`config.mk`:
```
export PLATFORM = sky130hd
export DESIGN_NAME = uvs_control
export DESIGN_NICKNAME = d
export VERILOG_FILES = /design/src/uvs_pkg.sv /design/src/uvs_control.sv
export SDC_FILE = /design/constraint.sdc
export NUM_CORES = 1
export LEC_CHECK = 0
export ABC_AREA = 1
export BUFFER_PORTS_ARGS = -buffer_cell sky130_fd_sc_hd__buf_4
export CORE_ASPECT_RATIO = 0.8
export CORE_UTILIZATION = 53
export CTS_CLUSTER_DIAMETER = 60
export DETAILED_ROUTE_END_ITERATION = 6
export GPL_TIMING_DRIVEN = 0
export PLACE_DENSITY_LB_ADDON = 0.25
export SETUP_SLACK_MARGIN = 0.02
export SLEW_MARGIN = 25
export SYNTH_ARGS = -nofsm -noshare
export SYNTH_HDL_FRONTEND = slang
export SYNTH_SLANG_ARGS = --single-unit
```
`constraint.sdc`:
```
create_clock -name clk -period 2.9 [get_ports clk]
set_clock_uncertainty 0.05 [all_clocks]
set_input_delay 0.29 -clock clk [delete_from_list [all_inputs] [get_ports clk]]
set_output_delay 0.29 -clock clk [all_outputs]
set_load 0.005 [all_outputs]
```
`src/uvs_pkg.sv`:
```
// Shared types and constants for the UV sphere cell tessellator.
`default_nettype none
package uvs_pkg;

  localparam int CordicW = 34;
  localparam logic signed [CordicW-1:0] CordicGain = 34'sd652032874;
  localparam logic signed [CordicW-1:0] OneQ30 = 34'sd1073741824;

  // Register indexes on the configuration port.
  localparam logic [1:0] REG_RADIUS = 2'd0;
  localparam logic [1:0] REG_HEIGHT = 2'd1;
  localparam logic [1:0] REG_WIDTH  = 2'd2;

  typedef struct packed {
    logic [15:0] radius;
    logic [8:0]  height_segments;
    logic [8:0]  width_segments;
  } uvs_cfg_t;

  typedef struct packed {
    logic        start_dir;
    logic [8:0]  k;
    logic [8:0]  j;
    logic        pole;
    logic        pole_top;
    logic        start_emit;
    logic        emit_vertex;
    logic [1:0]  slot;
  } uvs_cmd_t;

  typedef struct packed {
    logic dir_done;
    logic emit_done;
  } uvs_sts_t;

  function automatic logic [31:0] atan_turn(input logic [4:0] i);
    logic [31:0] t;
    begin
      case (i)
        5'd0: t = 32'h20000000; 5'd1: t = 32'h12E4051D; 5'd2: t = 32'h09FB385B;
        5'd3: t = 32'h051111D4; 5'd4: t = 32'h028B0D43; 5'd5: t = 32'h0145D7E1;
        5'd6: t = 32'h00A2F61E; 5'd7: t = 32'h00517C55; 5'd8: t = 32'h0028BE53;
        5'd9: t = 32'h00145F2E; 5'd10: t = 32'h000A2F98; 5'd11: t = 32'h000517CC;
        5'd12: t = 32'h00028BE6; 5'd13: t = 32'h000145F3; 5'd14: t = 32'h0000A2F9;
        5'd15: t = 32'h0000517C; 5'd16: t = 32'h000028BE; 5'd17: t = 32'h0000145F;
        5'd18: t = 32'h00000A2F; 5'd19: t = 32'h00000517; 5'd20: t = 32'h0000028B;
        5'd21: t = 32'h00000145; 5'd22: t = 32'h000000A2; 5'd23: t = 32'h00000051;
        default: t = 32'h0;
      endcase
      return t;
    end
  endfunction

endpackage
`default_nettype wire

```
`src/uvs_control.sv`:
```
// Controller: walks the vertices and triangle indices of one cell.
`default_nettype none
module uvs_control #(
  parameter int MAX_SEGMENTS = 256
) (
  input  wire logic              clk,
  input  wire logic              rst_n,
  input  wire uvs_pkg::uvs_cfg_t cfg,
  input  wire logic              in_valid,
  output logic                   in_ready,
  input  wire logic [7:0]        ring,
  input  wire logic [7:0]        sector,
  input  wire logic              restart,
  output uvs_pkg::uvs_cmd_t      cmd,
  input  wire uvs_pkg::uvs_sts_t sts,
  output logic [18:0]            vbase,
  output logic                   out_valid,
  input  wire logic              out_ready,
  output logic                   kind,
  output logic                   last,
  output logic [17:0]            tri_index
);
  import uvs_pkg::*;

  typedef enum logic [5:0] {
    S_IDLE = 6'b000001,
    S_DIR  = 6'b000010,
    S_DWT  = 6'b000100,
    S_EMV  = 6'b001000,
    S_OUT  = 6'b010000,
    S_TRI  = 6'b100000
  } state_t;

  state_t     st_r, st_nxt;
  logic [18:0] base_r, base_nxt;
  logic [8:0]  ring_r, sec_r;
  logic        cap_r, top_r;
  logic [1:0]  vi_r, vi_nxt;
  logic [2:0]  ti_r, ti_nxt;
  logic        bad;

  assign vbase = base_r;
  assign in_ready = (st_r == S_IDLE);
  assign bad = (cfg.height_segments < 9'd2) || (cfg.width_segments < 9'd3) ||
               (32'(cfg.height_segments) > MAX_SEGMENTS) ||
               (32'(cfg.width_segments) > MAX_SEGMENTS) ||
               ({1'b0, ring} >= cfg.height_segments) ||
               ({1'b0, sector} >= cfg.width_segments);

  // Point of vertex vi for the current cell.
  always_comb begin
    cmd = '0;
    cmd.slot = vi_r;
    if (cap_r) begin
      cmd.k = top_r ? 9'd1 : ring_r;
      cmd.j = ((vi_r == 2'd2) == top_r) ? sec_r + 9'd1 : sec_r;
    end else begin
      cmd.k = (vi_r == 2'd1 || vi_r == 2'd2) ? ring_r + 9'd1 : ring_r;
      cmd.j = (vi_r == 2'd2 || vi_r == 2'd3) ? sec_r + 9'd1 : sec_r;
    end
    cmd.pole = (st_r == S_DIR) && cap_r && (vi_r == 2'd0);
    cmd.pole_top = top_r;
    cmd.start_dir = (st_r == S_DIR) && !(cap_r && vi_r == 2'd0);
    cmd.start_emit = (st_r == S_EMV);
    cmd.emit_vertex = 1'b1;
  end

  logic [2:0] tri_off;
  always_comb begin
    case (ti_r) inside
      3'd0, 3'd5: tri_off = 3'd0;
      3'd1: tri_off = 3'd1;
      3'd4: tri_off = 3'd3;
      default: tri_off = 3'd2;
    endcase
  end

  logic [2:0] nv, nt;
  assign nv = cap_r ? 3'd3 : 3'd4;
  assign nt = cap_r ? 3'd3 : 3'd6;

  logic tri_phase_r;
  assign tri_index = 18'(base_r + {16'b0, tri_off});
  assign kind = tri_phase_r;
  assign out_valid = (st_r == S_OUT) || (st_r == S_TRI);
  assign last = (st_r == S_TRI) && (ti_r == nt - 3'd1);

  always_comb begin
    st_nxt = st_r;
    base_nxt = base_r;
    vi_nxt = vi_r;
    ti_nxt = ti_r;
    unique case (st_r)
      S_IDLE: if (in_valid) begin
        if (restart) base_nxt = '0;
        vi_nxt = '0;
        ti_nxt = '0;
        if (!bad) st_nxt = S_DIR;
      end
      // The pole row is written straight from the command; the cap's ring points follow.
      S_DIR: if (cap_r && vi_r == 2'd0) begin
        vi_nxt = 2'd1;
        st_nxt = S_DIR;
      end else begin
        st_nxt = S_DWT;
      end
      S_DWT: if (sts.dir_done) begin
        if ({1'b0, vi_r} == nv - 3'd1) begin
          vi_nxt = '0;
          st_nxt = S_EMV;
        end else begin
          vi_nxt = vi_r + 2'd1;
          st_nxt = S_DIR;
        end
      end
      S_EMV: if (sts.emit_done) st_nxt = S_OUT;
      S_OUT: if (out_ready) begin
        if ({1'b0, vi_r} == nv - 3'd1) st_nxt = S_TRI;
        else begin
          vi_nxt = vi_r + 2'd1; st_nxt = S_EMV;
        end
      end
      S_TRI: if (out_ready) begin
        if (ti_r == nt - 3'd1) begin
          base_nxt = base_r + {16'b0, nv};
          st_nxt = S_IDLE;
        end else ti_nxt = ti_r + 3'd1;
      end
      default: st_nxt = S_IDLE;
    endcase
  end

  always_ff @(posedge clk) begin
    if (!rst_n) begin
      st_r <= S_IDLE;
      base_r <= '0;
      vi_r <= '0;
      ti_r <= '0;
      tri_phase_r <= 1'b0;
    end else begin
      st_r <= st_nxt;
      base_r <= base_nxt;
      vi_r <= vi_nxt;
      ti_r <= ti_nxt;
      tri_phase_r <= (st_nxt == S_TRI);
    end
    if (st_r == S_IDLE) begin
      ring_r <= {1'b0, ring};
      sec_r <= {1'b0, sector};
      cap_r <= (ring == 8'd0) || ({1'b0, ring} == cfg.height_segments - 9'd1);
      top_r <= (ring == 8'd0);
    end
  end
endmodule
`default_nettype wire

```
# Word-level counts from Yosys, hierarchy flattened
# Index checks and enable logic that the tools add are counted.
# word_totals
regBits,49
in_bits,57
out_inout_bits,66
elab_cells,111
# op_classes
n_addsub,9
n_lt_le_gt_ge,6
n_eq_ne,26
muxes,37
n_reduce_logical,24
# op_table
op,n
two-way mux 19 bit,4
two-way mux 6 bit,8
one-hot mux 19 bit (2 select lines),1
one-hot mux 6 bit (6 select lines),1
two-way mux 9 bit,3
two-way mux 3 bit,7
adder 19 x 3 -> 19 bit,1
adder 18 x 3 -> 18 bit,1
adder 8 x 1 -> 9 bit (second input constant),2
greater-or-equal comparator 8 x 9 -> 1 bit,2
> comparator 9 bit (second input constant),2
less-than comparator 9 x 2 -> 1 bit (second input constant),2
two-way mux 18 bit,1
two-way mux 2 bit,7
== test 6 bit (second input constant),2
!= test 2 bit (second input constant),6
== test 8 x 9 -> 1 bit,1
logical OR 1 bit,9
subtractor 9 x 1 -> 9 bit (second input constant),1
logical NOT 8 bit,1
two-way mux 8 bit,1
one-hot mux 2 bit (4 select lines),1
== test 3 bit (second input constant),2
== test 6 x 1 -> 1 bit (second input constant),1
27 further kinds,35

# Longest topological paths before layout
# Gate-level depths: netlist of run 1.
# depth
depth_word,10
ltp_mapped,15
ltp_nobuf,15

# Worst setup path after synthesis of run 1
# No wires, ideal clock.
# synth_path
path_kind,register to output
startpoint,register ti_r[1]
endpoint,output tri_index[10]
t_arrival_ns,2.246
path_slack_ns,0.314
path_stages_with_launch,15
n_path_buf,0
cell_sequence,dfxtp_1 -> inv_1 -> ha_1 -> o21ai_0 -> o21ai_0 -> inv_1 -> ha_1 -> inv_1 -> fa_1 -> nor2_1 -> nand2_1 -> nor2_1 -> nand2_1 -> nor2_1 -> xor2_1
# synth_via
elab_chain_cells,5
# synth_rtl
item,line,rtl
start: declaration,uvs_control.sv:39,"logic [2:0] ti_r, ti_nxt;"
start signal: assignment,uvs_control.sv:144,ti_r <= ti_nxt;
== test 3 bit (no line),n/a,
two-way mux 1 bit,uvs_control.sv:70,case (ti_r) inside
two-way mux 2 bit,uvs_control.sv:70,
two-way mux 3 bit (*),uvs_control.sv:70,
adder 18 x 3 -> 18 bit (*),uvs_control.sv:83,"assign tri_index = 18'(base_r + {16'b0, tri_off});"
end: declaration,uvs_control.sv:21,output logic [17:0] tri_index
# Mark *: on every way between the ends. The rest lies on a longest branch, timed or not.

# Final worst setup path of run 1
# layout_path
startpoint,register ti_r[1]
endpoint,output tri_index[16]
# Same word-level chain as after synthesis.

==> results.tsv, run 1 <==
metric	value	unit
rsz0062_at_grt	yes	
grt_usage	27.9	%
finalHoldViolCount	0	
drcViolationCount	0	
fin_util	71.4	%
wl_per_cell	13.1	um
dp_hpwl	9270	um
yosysTopAreaCell	dfxtp_1	
worstHoldPathType	in2reg	
drive_gt1_share	21.1	%
synth_top_area_share	14.5	%
syn_nets	747	
relSlewSlack	43.5	%
gp_congestion	0.896	
rows	28	
cts.sinks	49	
fin_crit	2.82	ns
start_kind	flop	
synth_cells	658	
wl	11600	um
seq_area_frac_synth	27.2	%
synthMostInstantiatedCell	nand2_1	
worst_ep_required_time	2.56	ns
insertion_delay	0.30	ns
cts_root_buf	clkbuf_8	
die_area	8430	um^2
fin_area	5430	um^2
finalPower	0.00161	W
cts_tree	yes	
avgSynthCellArea	6.50	um^2
reg2reg_setup_slack	0.54	ns
worst_slew_pin_slew	0.847	ns
portBuffers	105	
cp.arrival	2.48	ns
grt_pass1_vias	3963	
async_flop_share	0	%
dpl_cell_area	5190	um^2
setup_viol	0	
grt_overflow	0	
synth-main-ff-cell	dfxtp_1	
antennaDiodeCount	0	
vias	4572	
synth.distinct_cells	44	
grt_max_degree	23	
yosysWarnings	0	
p_per_area	297	nW/um^2
cp-end-kind	primary output	
synth_edf_count	18	
clkTransAtPathRegs	0.09	ns
grt_pass1_wl	18300	um
final_net_count	866	
die_y	82.3	um
vdd_ir_drop_max	0.218	mV
syn-cell-area	4270	um^2
vias_per_cell	5.18	
cts_max_level	2	
die_w	102	um
ys_seq_elements	49	
clockBufferDepth	2	
drt-pass1-iter-count	5	
drv_cap	0	
start_util	56.2	%
timing.fmax	0.354	GHz
synth.top_cells.by_area	dfxtp_1 15%, nand2_1 14%, edfxtp_1 13%, inv_1 9.9%, nor2_1 9.6%	
fin_crit_sh	97.3	%
cts_inserted_buffers	5	
outcome	finished clean	
io_pins	123	
p_leak	2.74	nW
cp_max_fo	3	
area_growth	27.0	%
crit_type	reg2out	
drt-initial-drc-count	371	
slew_viol_final	0	
holdBufCountCts	0	
ys_top_cells_by_count	158 x nand2_1, 113 x inv_1, 109 x nor2_1	
drtAntennaViolNets	0	
core	7600	um^2
antenna_found_initial	0	
## worst paths after layout
| kind | from | to | cells after the start |
|---|---|---|---|
| hold reg to reg | vbase[0] | vbase[0] | 2 |
| setup / recovery | ti_r[1] | tri_index[16] | 15 |
| hold / removal | sector[4] | sec_r[4] | 1 |
| setup reg to reg | cap_r | vbase[13] | 12 |
## timing repair
item | 4_1_cts | 5_1_grt
pin swaps | 8 | 5
setup buffers | 4 | 3
setup endpoints to repair | 9 | 8
resized for setup | 25 | 11
## final cells by class
type | instances | area (um^2)
Sequential cell | 49 | 1170
Inverter | 115 | 440
Clock buffer | 7 | 76.3
Timing Repair Buffer | 112 | 845
Multi-Input combinational cell | 486 | 2700
Tap cell | 105 | 131
Fill cell | 680 | 2170
Buffer | 8 | 61.3
Clock inverter | 1 | 5.00
## cells by family (layout without fill, tap and decap cells)
kind of cell               count (synthesis)  in the layout  share of synthesized area, %
DFF                                       49             49                          27.2
xor gates and xnor gates                  32             32                          6.56
adders and majority gates                 32             32                          9.72
and+or+nand+nor                          357            357                          35.6
other                                      1              1                        0.0877
muxes                                      1              1                         0.263
AOI/OAI and AO/OA                         63             63                          8.96
buffers and inverters                    123            243                          11.7
## report_power, final
group	switching, W	internal [W]
clock network	0.000227	0.000170
logic	0.000241	0.000193
registers	0.0000315	0.000747
total	0.000499	0.00111
## cell usage in the layout, fill, tap and decap left out, types with 5 or more instances in the layout
| cell type | count |
|---|---|
| nand2_1 | 154 |
| buf_4 | 113 |
| inv_1 | 109 |
| nor2_1 | 102 |
| nand3_1 | 53 |
| dfxtp_1 | 28 |
| ha_1 | 27 |
| a21oi_1 | 26 |
| xor2_1 | 22 |
| edfxtp_1 | 18 |
| o21ai_0 | 14 |
| nand4_1 | 12 |
| xnor2_1 | 10 |
| nor3_1 | 9 |
| nor2_4 | 7 |
| nor2_2 | 5 |
| clkbuf_8 | 5 |
## per-stage QoR
step	TNS [ns]	hold slack (ns)	worst slack, ns	instances
floorplan	0	0.325	0.314	658
global placement	-0.0984	0.434	-0.0583	868
detailed placement	-0.220	0.434	-0.112	868
CTS	0	0.122	0.0224	880
global route	-0.0985	0.113	-0.0388	883
finish	0	0.121	0.0771	883
## state kept, by name, summed over array words and instances, names as in the netlist
signal,flops
st_r,6
cap_r,1
top_r,1
vi_r,2
sec_r,8
kind,1
ti_r,3
ring_r,8
vbase,19
## critical path, stage by stage (launching register included)
cell     delay, ns
dfxtp_2       0.36
inv_4         0.05
ha_4          0.16
o21ai_2       0.10
o21ai_1       0.07
inv_1         0.06
ha_2          0.18
inv_2         0.04
fa_2          0.34
nor2_2        0.10
nand2_2       0.10
nor2_4        0.15
nand2_4       0.10
nor2_4        0.08
xor2_1        0.16
buf_4         0.13
## per-layer routing
| metal | part of all wire, % | vias up | global-route usage, % |
|---|---|---|---|
| li1 | - | 2322 | - |
| met1 | 47 | 2082 | 39.7 |
| met2 | 46 | 155 | 46.0 |
| met3 | 6.1 | 13 | 3.54 |
| met4 | 0.73 | 0 | 4.43 |
| met5 | 0 | - | 0 |
Power figures use the tool's default switching activity.
==> run 2: changes to the inputs <==
CELL_PAD_IN_SITES_DETAIL_PLACEMENT = 0   (was not set)
CELL_PAD_IN_SITES_GLOBAL_PLACEMENT = 1   (was not set)
CORE_UTILIZATION = 36   (was 53)
TNS_END_PERCENT = 20   (was not set)
==> results.tsv, run 2 (synthesis results as in run 1) <==
metric	value	unit
gp_congestion	0.884	
vdd_ir_drop_max	0.225	mV
cts_tree	yes	
dp_hpwl	9810	um
grt_max_degree	23	
grt_pass1_vias	3983	
cts.sinks	49	
clkTransAtPathRegs	0.07	ns
drv_cap	0	
start_util	37.0	%
clockBufferDepth	2	
hold_slack	0.137	ns
timing.fmax	0.349	GHz
rsz0062_at_grt	yes	
fin_crit_sh	98.9	%
drcViolationCount	0	
outcome	finished clean	
die_w	124	um
start_kind	flop	
p_int	0.00129	W
drive_gt1_share	20.5	%
die_area	12300	um^2
setup_viol	0	
io_pins	123	
finalPower	0.00182	W
wl	12200	um
power_frac_seq	42.9	%
cp.arrival	2.53	ns
cts_root_buf	clkbuf_16	
drt-initial-drc-count	313	
wl_per_cell	13.1	um
drtAntennaViolNets	0	
grt_pass1_wl	19000	um
cp-end-kind	primary output	
cp_max_fo	3	
layout_common_cells	156 x nand2_1, 115 x buf_4, 110 x inv_1	
swShare	29.2	%
relSlewSlack	43.5	%
area_growth	30.3	%
p_leak	2.81	nW
power_switching	0.000531	W
portBuffers	105	
cts_inserted_buffers	5	
largest_reg_flops	19	
finalHoldViolCount	0	
die_y	99.5	um
combPwrFrac	24.1	%
final_common_cell	nand2_1	
cts_max_level	2	
core	11600	um^2
worstHoldPathType	in2reg	
antennaDiodeCount	0	
drt-pass1-iter-count	5	
worst_ep_required_time	2.56	ns
grt_overflow	0	
insertion_delay	0.29	ns
vias_per_cell	4.84	
crit_type	reg2out	
grt_usage	19.8	%
reg2reg_setup_slack	0.45	ns
fin_util	48.2	%
final_net_count	868	
vias	4489	
p_per_area	326	nW/um^2
fin_crit	2.87	ns
pwr-share-clk	33.0	%
slew_viol_final	0	
worst_slew_pin_slew	0.846	ns
rows	35	
holdBufCountCts	0	
antenna_found_initial	0	
-- run 2: layout make-up --
cell class	count	area, um^2
Sequential cell	49	1170
Clock buffer	8	146
Timing Repair Buffer	114	860
Multi-Input combinational cell	486	2710
Inverter	115	440
Tap cell	148	185
Buffer	8	61.3
Fill cell	1220	5990
-- run 2: what timing repair did --
| action | CTS | global route |
|---|---|---|
| gates resized for setup | 22 | 10 |
| buffers inserted | 7 | 2 |
| endpoints found under the setup margin | 9 | 10 |
| pin swaps | 7 | 6 |
-- run 2: final timing paths --
| kind | startpoint | end | cells past startpoint |
|---|---|---|---|
| setup / recovery | ti_r[1] | tri_index[8] | 15 |
| setup reg to reg | cap_r | vbase[13] | 12 |
| hold reg to reg | vbase[0] | vbase[0] | 2 |
| hold / removal | sector[3] | sec_r[3] | 1 |
-- run 2: routing by layer --
metal / track usage, % / share of wire (%)
met5: 0 / 0
met4: 3.89 / 0.72
met3: 2.98 / 3.8
met2: 30.4 / 43
met1: 29.2 / 52
-- run 2: critical path, stage by stage, from the launching register on --
cell	delay, ns
dfxtp_2	0.35
inv_4	0.05
ha_4	0.15
o21ai_1	0.10
o21ai_1	0.07
inv_1	0.05
ha_2	0.18
inv_2	0.04
fa_2	0.36
nor2_4	0.15
nand2_4	0.08
nor2_4	0.16
nand2_4	0.09
buf_4	0.15
xnor2_2	0.12
buf_4	0.14
-- run 2: power by group through the flow --
stage                     logic [W]  registers [W]  clock network, W
after global routing       0.000492       0.000784          0.000641
after global placement     0.000424       0.000794                 0
after detailed placement   0.000434       0.000795                 0
after CTS                  0.000437       0.000779          0.000616
final                      0.000439       0.000779          0.000599
after floorplan            0.000246       0.000786                 0
-- run 2: per-stage QoR --
stage | setup slack [ns] | setup TNS [ns] | cell area [um^2] | std cells
CTS | -0.00793 | -0.00793 | 5500 | 926
detailed placement | -0.197 | -0.417 | 5250 | 911
finish | 0.0328 | 0 | 5570 | 928
global placement | -0.154 | -0.281 | 5250 | 911
global route | -0.112 | -0.491 | 5570 | 928
floorplan | 0.314 | 0 | 4270 | 658
==> run 3: changes to the inputs <==
CELL_PAD_IN_SITES_DETAIL_PLACEMENT = not set   (was 0)
CELL_PAD_IN_SITES_GLOBAL_PLACEMENT = not set   (was 1)
CORE_ASPECT_RATIO = 1.1   (was 0.8)
CORE_UTILIZATION = 53   (was 36)
==> results.tsv, run 3 (synthesis results as in run 1) <==
metric	value	unit
clkTransAtPathRegs	0.10	ns
insertion_delay	0.31	ns
die_area	8430	um^2
clockBufferDepth	2	
p_leak	2.76	nW
finalHoldViolCount	0	
grt_max_degree	23	
worstHoldPathType	in2reg	
start_kind	flop	
cp-end-kind	primary output	
antenna_found_initial	0	
multiInputGateArea	2720	um^2
finalPower	0.00168	W
cp.arrival	2.50	ns
grt_pass1_wl	17400	um
reg2reg_setup_slack	0.53	ns
met2_usage	50.4	%
area_growth	28.2	%
cts_inserted_buffers	5	
rows	33	
drv_cap	0	
crit_start	ti_r[1]	
outcome	finished clean	
layout_common_cells	156 x nand2_1, 114 x buf_4, 110 x inv_1	
wl	10900	um
rsz0062_at_grt	yes	
drtAntennaViolNets	0	
largest_reg_flops	19	
fin_crit_sh	97.9	%
final_common_cell	nand2_1	
dpl_cell_area	5190	um^2
p_per_area	307	nW/um^2
fin_util	71.7	%
worst_ep_required_time	2.56	ns
relSlewSlack	50.3	%
use_met1	28.7	%
grt_pass1_vias	4120	
start_util	56.0	%
gp_congestion	0.946	
timing.fmax	0.352	GHz
area.sequential	1170	um^2
die_w	87.6	um
final_net_count	867	
fin_crit	2.84	ns
worstReg2RegStart	cap_r	
setup_viol	0	
cts.sinks	49	
portBuffers	105	
crit_type	reg2out	
drt-initial-drc-count	175	
grt_use_met3	4.03	%
endpoint	tri_index[16]	
timing.rr.end	vbase[13]	
fin_area	5480	um^2
cts_root_buf	clkbuf_8	
vdd_ir_drop_max	0.248	mV
io_pins	123	
worst-r2r-cell-count	13	
layout_setup_ws	0.0602	ns
nFillCells	657	
grt_usage	26.1	%
cts_max_level	2	
slew_viol_final	0	
pre_cts_ws	-0.151	ns
grt.busiest_layer	met2	
vias_per_cell	5.16	
dp_hpwl	8600	um
core	7640	um^2
wl_per_cell	12.3	um
drcViolationCount	0	
hold_slack	0.117	ns
vias	4562	
die_y	96.2	um
cp_max_fo	3	
cts_tree	yes	
grt_overflow	0	
drt-pass1-iter-count	6	
antennaDiodeCount	0	
drive_gt1_share	20.8	%
worst_slew_pin_slew	0.744	ns
run 3: cell count changes in the layout (fill, tap and decap cells not counted), sizes merged:
cell / change
buf: -1
clkbuf: -1
clkinv: +1
run 3: through the flow:
step / std cells / TNS (ns)
after global placement: 868 / -0.123
after floorplan: 658 / 0
final: 884 / 0
after CTS: 882 / -0.0257
after global routing: 884 / -0.214
after detailed placement: 868 / -0.293
run 3: timing repair:
| item | 4_1_cts | 5_1_grt |
|---|---|---|
| hold buffers | 0 | 0 |
| buffers inserted | 6 | 2 |
| resized for setup | 22 | 13 |
| endpoints found under the setup margin | 9 | 10 |
| pin swaps | 6 | 6 |
run 3: cell type report:
cell class / instances / area share (%)
clock inverters: 1 / 0.160
flip-flops and latches: 49 / 21.3
multi-input cells: 486 / 49.6
clock buffers: 7 / 1.78
repair buffers: 113 / 15.6
inverters: 115 / 8.04
well taps: 105 / 2.40
plain buffers: 8 / 1.12
run 3: how the worst min path moves through the flow:
stage               from  endpoint  slack [ns]  cells past startpoint
2_1_floorplan      rst_n   st_r[0]        0.32                      1
3_3_place_gp   sector[4]  sec_r[4]        0.43                      1
3_5_place_dp   sector[4]  sec_r[4]        0.43                      1
4_1_cts        sector[4]  sec_r[4]        0.11                      1
5_1_grt        sector[4]  sec_r[4]        0.11                      1
6_report       sector[4]  sec_r[4]        0.12                      1
run 3: report_power, final:
group          internal (W)  switching, W  leakage (nW)  total, W
Combinational      0.000193      0.000239          2.27  0.000432
Sequential         0.000748     0.0000302         0.442  0.000778
Clock              0.000225      0.000247        0.0536  0.000472
Total               0.00117      0.000516          2.76   0.00168
run 3: metal layers:
metal | part of all wire [%] | vias to the layer above
li1 | - | 2332
met1 | 41 | 2078
met2 | 54 | 140
met3 | 4.6 | 12
met4 | 1.2 | 0
met5 | 0 | -
run 3: critical path, stage by stage (launching register included):
cell and delay (ns):
dfxtp_2 0.37, inv_4 0.05, ha_4 0.16, o21ai_1 0.11, o21ai_1 0.07, inv_1 0.09
ha_4 0.14, inv_2 0.03, fa_2 0.34, nor2_2 0.12, nand2_2 0.08, nor2_4 0.16
nand2_4 0.10, nor2_4 0.10, xor2_1 0.15, buf_4 0.13
